<file path="config.mk">
export PLATFORM = sky130hd
export DESIGN_NAME = btmx_front
export DESIGN_NICKNAME = d
export VERILOG_FILES = /design/src/design/btmx_pkg.sv /design/src/design/btmx_front.sv
export SDC_FILE = /design/constraint.sdc
export NUM_CORES = 1
export LEC_CHECK = 0
export ABC_AREA = 1
export CORE_MARGIN = 2
export CORE_UTILIZATION = 40
export DETAILED_ROUTE_END_ITERATION = 16
export DONT_BUFFER_PORTS = 1
export GPL_ROUTABILITY_DRIVEN = 0
export GPL_TIMING_DRIVEN = 0
export HOLD_SLACK_MARGIN = 0.12
export PLACE_DENSITY = 0.59
export SLEW_MARGIN = 10
export SYNTH_ARGS = -nofsm -noshare
export SYNTH_HDL_FRONTEND = slang
export SYNTH_SLANG_ARGS = --single-unit
</file>
<file path="constraint.sdc">
create_clock -name clk -period 3.78 [get_ports clk]
set_input_delay 0.756 -clock clk [delete_from_list [all_inputs] [get_ports clk]]
set_output_delay 0.756 -clock clk [all_outputs]
set_load 0.02 [all_outputs]
</file>
<file path="src/design/btmx_pkg.sv">
// ----------------------------------------------------------------------------
// btmx_pkg: shared types and constants of the binary trie max-XOR block
// Sizes of the node pool, key and tag fields, the item format passed from the
// front end to the walker, and the walker state encoding.
// ----------------------------------------------------------------------------
package btmx_pkg;

  localparam int KEY_BITS    = 32;
  localparam int TAG_BITS    = 10;
  localparam int NODE_COUNT  = 8192;
  localparam int NODE_BITS   = $clog2(NODE_COUNT);
  localparam int FREE_BITS   = NODE_BITS + 1;
  localparam int LEVEL_BITS  = $clog2(KEY_BITS);
  localparam int QUEUE_DEPTH = 2;
  localparam int QPTR_BITS   = $clog2(QUEUE_DEPTH);
  localparam int QCNT_BITS   = $clog2(QUEUE_DEPTH + 1);

  localparam logic OP_INSERT = 1'b0;
  localparam logic OP_QUERY  = 1'b1;

  typedef struct packed {
    logic                is_query;
    logic [KEY_BITS-1:0] key;
    logic [TAG_BITS-1:0] tag;
  } item_t;

  typedef struct packed {
    logic                 busy;
    logic [FREE_BITS-1:0] nodes_used;
  } status_t;

  typedef enum logic [2:0] {
    ST_IDLE,
    ST_SETUP,
    ST_WALK,
    ST_ALLOC,
    ST_TAG,
    ST_FINISH
  } state_t;

endpackage

</file>
<file path="src/design/btmx_front.sv">
// ----------------------------------------------------------------------------
// btmx_front: request intake and queue
// Accepts request items, decodes the operation and holds them in a short
// queue until the walker takes them.
// ----------------------------------------------------------------------------
module btmx_front (
  input  logic                            clk,
  input  logic                            rst,
  input  logic                            req_valid,
  output logic                            req_ready,
  input  logic                            operation,
  input  logic [btmx_pkg::KEY_BITS-1:0]   key,
  input  logic [btmx_pkg::TAG_BITS-1:0]   tag,
  output logic                            q_valid,
  output btmx_pkg::item_t                 q_item,
  input  logic                            q_pop
);

  btmx_pkg::item_t                    entries [btmx_pkg::QUEUE_DEPTH];
  logic [btmx_pkg::QPTR_BITS-1:0]     wr_ptr;
  logic [btmx_pkg::QPTR_BITS-1:0]     rd_ptr;
  logic [btmx_pkg::QCNT_BITS-1:0]     count;
  logic                               push;
  logic                               pop;
  btmx_pkg::item_t                    in_item;

  assign req_ready = (count != btmx_pkg::QCNT_BITS'(btmx_pkg::QUEUE_DEPTH));
  assign push      = req_valid && req_ready;
  assign pop       = q_pop && q_valid;
  assign q_valid   = (count != '0);
  assign q_item    = entries[rd_ptr];

  always_comb begin
    in_item.is_query = (operation == btmx_pkg::OP_QUERY);
    in_item.key      = key;
    in_item.tag      = tag;
  end

  always_ff @(posedge clk) begin
    if (push) begin
      entries[wr_ptr] <= in_item;
    end
  end

  always_ff @(posedge clk) begin
    if (rst) begin
      wr_ptr <= '0;
      rd_ptr <= '0;
      count  <= '0;
    end else begin
      if (push) begin
        wr_ptr <= wr_ptr + btmx_pkg::QPTR_BITS'(1);
      end
      if (pop) begin
        rd_ptr <= rd_ptr + btmx_pkg::QPTR_BITS'(1);
      end
      if (push && !pop) begin
        count <= count + btmx_pkg::QCNT_BITS'(1);
      end else if (pop && !push) begin
        count <= count - btmx_pkg::QCNT_BITS'(1);
      end
    end
  end

endmodule

</file>
[Word-level counts from Yosys, hierarchy flattened]
Memories as Yosys holds them, arrays and structs flattened. A register that Yosys moved wholly into a read port is not among the register bits.
Cells that the tools add are included.
Word-level totals
  register bits after elaboration: 4
  latch bits: 0
  RAM bits: 86
  ROM bits: 0
  input port bits: 47
  output and inout port bits: 45
  logic and storage cells: 23
  memories kept: 1
Memories
  entries: words 2, bits a word 43, read ports 1, clocked after Yosys merged registers in 1, wr ports 1, line btmx_front.sv:19  | btmx_pkg::item_t entries [btmx_pkg::QUEUE_DEPTH];
Cells by class
  $add $sub $neg: 4
  multiply operators: 0
  div/mod/pow operators: 0
  order comparisons: 0
  eq/ne operators: 1
  shift-type cells: 0
  mux-type cells: 6
  bitwise gates (word level): 0
  reduce and logical (&&, ||, !) cells: 8
Operators by type and width (count)
  $logic_and A1 B1 Y1: 4
  $mux W1: 4
  $mux W2: 2
  $reduce_bool A2 Y1: 2
  $add A1 B1 Y1 const B: 2
  $add A2 B1 Y2 const B: 1
  $logic_not A1 Y1: 2
  $ne A2 B2 Y1 const B: 1
  $sub A2 B1 Y2 const B: 1

[Longest topological paths before layout]
Gate-level depths: netlist of the first run.
  depth after elaboration: 6
  mapped depth: 11
  mapped depth without buffers: 11

[Worst setup path before layout of the first run]
OpenSTA, ideal clock, no wires.
  kind: input-to-reg
  start: in req_valid
  end: mem entries[0][0] in the netlist's numbering, enable pin
  arrival time: 2663 ps
  slack: 673 ps
  stages on the path: 2
  cells stage by stage: nand2_1 > nor2_1
Between the ends
  longest elaborated chain between the ends: 3
Ends and longest elaborated chain
  start, declared: line btmx_front.sv:9  | input logic req_valid,
  $logic_and A1 B1 Y1: line btmx_front.sv:28  | assign push = req_valid && req_ready;
  $mux W1: line btmx_front.sv:40  | if (push) begin
  $mux W1 (not written as such): line btmx_front.sv:41  | entries[wr_ptr] <= in_item;
  end, declared: line btmx_front.sv:19
No other way between the ends.

==> impl_results.md, run 1 <==
* Vias per Instance at 4.956
* Chip width at 98.17 um
* Clock sink total at 91
* Final setup skew at 0.006099 ns
* Int Power at 1891 uW
* Port Buffer Count at 0
* Post-Layout Cell Count at 297
* Die height at 98.17 um
* Hold WC Path Type: primary input to register
* Maximum VDD drop at 343.4 uV
* ANT nets after route at 0
* Remaining global-route overflow at 0
* Initial antenna violation count at 0
* I/O Pins at 92
* Post-synth top area share at 0.7280
* Clock Path Buffers at 2
* Synth Flop Type: edfxtp_1
* Number of buffers and inverters on the critical path at 2
* Clk pwr share at 0.229
* Final wirelength at 5541 um
* RSZ-0062 raised after global routing: no
* Htree depth at 3
* Placed instance area at 0.003737 sq mm
* Critical path type: register to output pin
* Detailed Routing Iterations Pass 1 at 4
* Layout cells sized above 1 at 0.3492
* FP Rows at 34
* Tmin final at 2.114 ns
* Vias post-DR at 1,472
* FFs w/ async S/R, synth at 0
* Area growth, synth to finish at 10.79%
* CTS tree: done
* CP Cell Sequence: buf_6 -> buf_12 -> mux2_4
* Sequential area share after synthesis at 0.7563
* Net Sw Frac at 0.3020
* Max-Cap Viols at 0
* Ys Warns at 0
* Crit. End Element: output pin
* Initial core utilization at 0.4087
* Mapped Area at 0.003547 sq mm
* Post-route setup slack at 1.666 ns
* Slew margin rel. at 0.6176
* Outcome: completed
* Pwr per Cell Area at 689.2 mW/mm^2
* Post-CTS Hold Fix Bufs at 0
* Detailed placement HPWL at 3945 um
* Comb pwr share at 0.286
* Critical Path Start Type: register
* CP Data Required Time at 3.02 ns
* Synth Area per Inst at 20.74 sq um
* Actual slew at the worst max-slew pin at 0.5723 ns
* Syn_nets at 219
* Top cells by area, synth: edfxtp_1 (73%), mux2_4 (17%), dfxtp_1 (2.8%)
* Design Power at 2709 uW
* Die Footprint at 0.009637 sq mm
* Number of synthesized flops with an enable pin at 86
* CTS resizes at 0
* Period utilisation layout at 0.5592
* Final slew viol count at 0
* GRT Util Overall at 0.1192
* Avg WL per Cell at 18.66 um
* # fillers at 752
* Leakage at 0.001391 uW
* Arrival time worst endpoint at 1.36 ns
* Seq pwr share at 0.485
* Setup bufs post-CTS at 0
* Residual DRC at 0
* Yosys cell types at 14
* Final Hold Vio Count at 0
* Synth Instances at 171
* Number of synthesized register bits at 91
* Placed Cells at 281
* First-pass GRT wire length at 8549 um
* Leading area contributor after synthesis: edfxtp_1
* Clock transition at path regs at 0.09 ns
* Core Util, Final at 0.4529
* Root Buffer: clkbuf_8
* CTS Buf Count at 9
* Max FO, Critical Path at 10
* Fin area at 0.003930 sq mm
* Largest net degree at the start of global routing at 28
* DP Worst Slack at 1.717 ns
* Kind of cell adding the most delay to the critical path: multiplexers
* Max stage delay on crit path at 0.35 ns
* Clk_lat worst skew at 0.34 ns
* Layout Nets at 232
* Antenna diodes at 0
* Final setup violation count at 0
* Fmax at 473.0 MHz
* Sw power at 817.9 uW
* Core area at 0.008678 sq mm
* Detailed Route Iter0 Violations at 50
* Slowest cell on crit path: mux2_4
* Vias in the first global route at 1,571
## registers in the layout, summed over array words and instances, names as in the netlist, named ones only
name and flops:
rd_ptr 1, count 2, wr_ptr 1, entries 86
## worst register-to-register path, stage by stage (launching register included)
cell and delay, ns:
dfxtp_1 0.34, inv_1 0.10, nand2_1 0.21, nand2_1 0.24, nor2_4 0.51, buf_12 0.27
## path summary, 6_finish.rpt
check             startpoint             end  slack (ns)  depth (start not counted)
setup / recovery    register      q_item[19]        1.67                          3
hold reg to reg       rd_ptr          rd_ptr        0.52                          2
hold / removal       key[19]  entries[1][29]        0.50                          0
setup reg to reg    count[0]   entries[1][1]        1.80                          5
## cells in the mapped netlist (2+ instances only)
master,n
inv_1,8
buf_12,4
dfxtp_1,5
o21ai_0,2
nand3_1,2
edfxtp_1,86
nor2_1,7
a21oi_1,2
nand2_1,9
mux2_2,3
mux2_4,40
## layout by cell type (no fill, tap or decap), drive strengths merged
master / n
edfxtp: 86
mux2: 43
nand2: 9
clkbuf: 9
inv: 8
buf: 7
nor2: 7
clkinv: 6
dfxtp: 5
o21ai: 2
a21oi: 2
nand3: 2
nand4: 1
ha: 1
bufinv: 1
## power groups by stage
| stage | Combinational, uW | Sequential (uW) | Clock, uW |
|---|---|---|---|
| final | 775 | 1310 | 620 |
| after global routing | 822 | 1330 | 681 |
| after CTS | 790 | 1320 | 646 |
| after detailed placement | 789 | 1340 | 0 |
| after global placement | 734 | 1340 | 0 |
| after floorplan | 662 | 1330 | 0 |
## final cells by class
type | count | area (sq um) | area share
Sequential cell | 91 | 2683 | 0.6826
Multi-Input combinational cell | 67 | 758.2 | 0.1929
Tap cell | 108 | 135.1 | 0.03438
Clock buffer | 9 | 123.9 | 0.03152
Buffer | 5 | 91.34 | 0.02324
Clock inverter | 7 | 68.82 | 0.01751
Timing Repair Buffer | 2 | 40.04 | 0.01019
Inverter | 8 | 30.03 | 0.007641
## stage by stage
stage	hold slack [ns]	setup TNS, ns
2_1_floorplan	0.4645	0
3_3_place_gp	0.4819	-5.945
3_5_place_dp	0.4992	0
4_1_cts	0.4694	0
5_1_grt	0.4598	0
6_report	0.4967	0
## kinds of logic after synthesis
kind of cell,share of synthesized area
flip-flops,0.7563
multiplexers,0.1788
AND/OR/NAND/NOR,0.02152
buffers and inverters,0.03422
AO/OA/AOI/OAI,0.005644
adder cells (fa/ha/maj),0.003527
## metal layers
layer  vias up  share of wire  GRT usage  wire length, um
met4         0          0.014    0.04426               77
li1        669              -          -                -
met5         -              0          0                0
met3         9          0.096    0.06371              534
met2        57           0.53     0.2092             2910
met1       737           0.36     0.1198             2019
Power figures use the tool's default switching activity.
==> run 2, diff against run 1 <==
==> constraint.sdc (replaced) <==
create_clock -name clk -period 2.14 [get_ports clk]
set_input_delay 0.428 -clock clk [delete_from_list [all_inputs] [get_ports clk]]
set_output_delay 0.428 -clock clk [all_outputs]
set_load 0.02 [all_outputs]
==> run 2 against run 1 <==
Worst hold slack worse by 0.33 ns. Design area is 1.2% higher. Sequential cell count stayed put. Register-to-register slack worse by 1.6 ns. Combinational power is 78% higher. Core utilization is 0.53 points higher. Via count is 0.20% higher. Cell count stayed put. Sequential power is 77% higher. Power is 83% higher.
==> impl_results.md, run 2 (synthesized netlist as in run 1, its figures left out) <==
* Clock sink total at 91 (unchanged)
* Hold Slack at 0.1648 ns (was 0.4967 ns)
* Layout cells sized above 1 at 0.3598 (was 0.3492)
* Final setup violation count at 0 (unchanged)
* Area growth, synth to finish at 12.10% (was 10.79%)
* Leakage at 0.001407 uW (was 0.001391 uW)
* Initial antenna violation count at 0 (unchanged)
* R2r setup slk at 0.21 ns (was 1.80 ns)
* Detailed placement HPWL at 4052 um (was 3945 um)
* FP Rows at 34 (unchanged)
* Vias per Instance at 4.966 (was 4.956)
* Critical path startpoint: count[0]
* Initial core utilization at 0.4087 (unchanged)
* Root Buffer: clkbuf_8 (unchanged)
* CP Cell Sequence: inv_1 -> nand2_1 -> nand2_2 -> nor2_4 -> buf_16 (was buf_6 -> buf_12 -> mux2_4)
* Detailed Route Iter0 Violations at 45 (was 50)
* Slowest cell on crit path: nor2_4 (was mux2_4)
* Pwr per Cell Area at 1247 mW/mm^2 (was 689.2 mW/mm^2)
* ANT nets after route at 0 (unchanged)
* Die height at 98.17 um (unchanged)
* DP Worst Slack at 0.1114 ns (was 1.717 ns)
* Antenna diodes at 0 (unchanged)
* RR Startpoint: count[0] (unchanged)
* Max-Cap Viols at 0 (unchanged)
* Final slew viol count at 0 (unchanged)
* Max FO, Critical Path at 23 (was 10)
* Chip width at 98.17 um (unchanged)
* Largest net degree at the start of global routing at 24 (was 28)
* Htree depth at 3 (unchanged)
* Post-route setup slack at 0.2074 ns (was 1.666 ns)
* Actual slew at the worst max-slew pin at 0.6865 ns (was 0.5723 ns)
* Clock transition at path regs at 0.09 ns (about the same)
* CP Data Required Time at 2.20 ns (was 3.02 ns)
* Reg-to-reg endpoint: entries[1][6] (was entries[1][1])
* Layout Nets at 232 (unchanged)
* First-pass GRT wire length at 8776 um (was 8549 um)
* Maximum VDD drop at 612.8 uV (was 343.4 uV)
* Largest registers: entries: 86 flops, count: 2 flops (unchanged)
* Avg WL per Cell at 19.37 um (was 18.66 um)
* Top reg by flops: entries (unchanged)
* Post-CTS Hold Fix Bufs at 0 (unchanged)
* Arrival time worst endpoint at 1.99 ns (was 1.36 ns)
* Final Hold Vio Count at 0 (unchanged)
* CTS Buf Count at 9 (unchanged)
* Final setup skew at 0.009010 ns (was 0.006099 ns)
* Vias in the first global route at 1,560 (was 1,571)
* Max stage delay on crit path at 0.56 ns (was 0.35 ns)
* Port Buffer Count at 0 (unchanged)
* Die Footprint at 0.009637 sq mm (unchanged)
* Critical Path Start Type: register (unchanged)
* Core area at 0.008678 sq mm (unchanged)
* CTS tree: done (unchanged)
* Slew margin rel. at 0.5412 (was 0.6176)
* TNS Setup at 0 ns (unchanged)
* RSZ-0062 raised after global routing: no (unchanged)
* Residual DRC at 0 (unchanged)
* Commonest non-fill, non-tap cells in the layout: edfxtp_1 (86), mux2_4 (40), clkbuf_8 (9) (was edfxtp_1 (86), mux2_4 (40), nand2_1 (9), clkbuf_8 (9), inv_1 (8))
* Vias post-DR at 1,475 (was 1,472)
* Clock Path Buffers at 2 (unchanged)
* Final wirelength at 5753 um (was 5541 um)
* Outcome: completed (unchanged)
* Tmin final at 1.933 ns
* Max reg flops at 86 (unchanged)
* Detailed Routing Iterations Pass 1 at 4 (unchanged)
* Critical Path End: entries[1][6] (was q_item[19])
* GRT Util Overall at 0.1256 (was 0.1192)
* Remaining global-route overflow at 0 (unchanged)
* Critical path type: register to register (was register to output pin)
* Commonest non-fill, non-tap cell in the layout: edfxtp_1 (unchanged)
* Fmax at 517.4 MHz
* Clk_lat worst skew at 0.35 ns (was 0.34 ns)
* I/O Pins at 92 (unchanged)
* Worst r2r path cells at 5 (unchanged)
* Crit. End Element: register (was output pin)
* Period utilisation layout at 0.9031
* Hold WC Path Type: primary input to register (unchanged)
==> run 2: changes by cell type in the layout (fill, tap and decap cells not counted) <==
cell / before / now
buf_16: 0 / 2
nand2_1: 9 / 8
inv_6: 0 / 3
bufinv_16: 1 / 2
clkinvlp_4: 0 / 1
clkinv_1: 2 / 1
nand2_2: 0 / 1
buf_12: 6 / 4
clkinv_4: 3 / 0
clkinv_2: 1 / 0
==> run 2: layer usage <==
metal,up-vias,global-route usage,share of wire
met5,-,0,0
met4,0,0.07271,0.019
li1,673,-,-
met2,55,0.2192,0.56
met1,740,0.1214,0.34
met3,7,0.05798,0.086
==> run 2: critical path: cells and delay by family, from the launching register on <==
kind	cells	cell delay (ns)
buffers and inverters	2	0.34
and+or+nand+nor	3	0.94
DFF	1	0.35
==> run 2: worst min-delay path by stage <==
stage	startpoint	slack, ns	to	cells past startpoint
CTS	operation	0.14	entries[1][42]	0
global route	key[29]	0.13	entries[0][39]	0
detailed placement	rd_ptr	0.51	register	2
finish	key[29]	0.16	entries[1][39]	0
floorplan	rd_ptr	0.46	register	2
global placement	rd_ptr	0.48	rd_ptr	2
==> run 2: where the power goes <==
group	internal, uW	switching, uW	leakage (uW)
sequential	2250	74.5	0.000843
combinational	568	815	0.000455
clock	666	584	0.000108
total	3480	1470	0.00141
==> run 2: through the flow <==
stage	power [uW]	std cells	cell area (sq um)	util
floorplan	3520	171	3552	-
global placement	3660	279	3687	0.4249
detailed placement	3779	281	3752	0.4324
CTS	5035	297	3974	0.4579
global route	5193	297	3976	0.4582
finish	4957	297	3976	0.4582
==> run 2: layout make-up <==
class                   count  area (sq um)
multi-input cells          67         760.7
clock inverters             7         97.59
repair buffers              2         55.05
fillers                   749          4702
well taps                 108         135.1
flip-flops and latches     91          2683
inverters                   8         30.03
clock buffers               9         123.9
plain buffers               5         91.34
==> run 2: timing repair <==
item | in CTS | in global routing
buffers inserted | 0 | 0
endpoints found under the setup margin | 0 | 46
gates resized for setup | 0 | 1
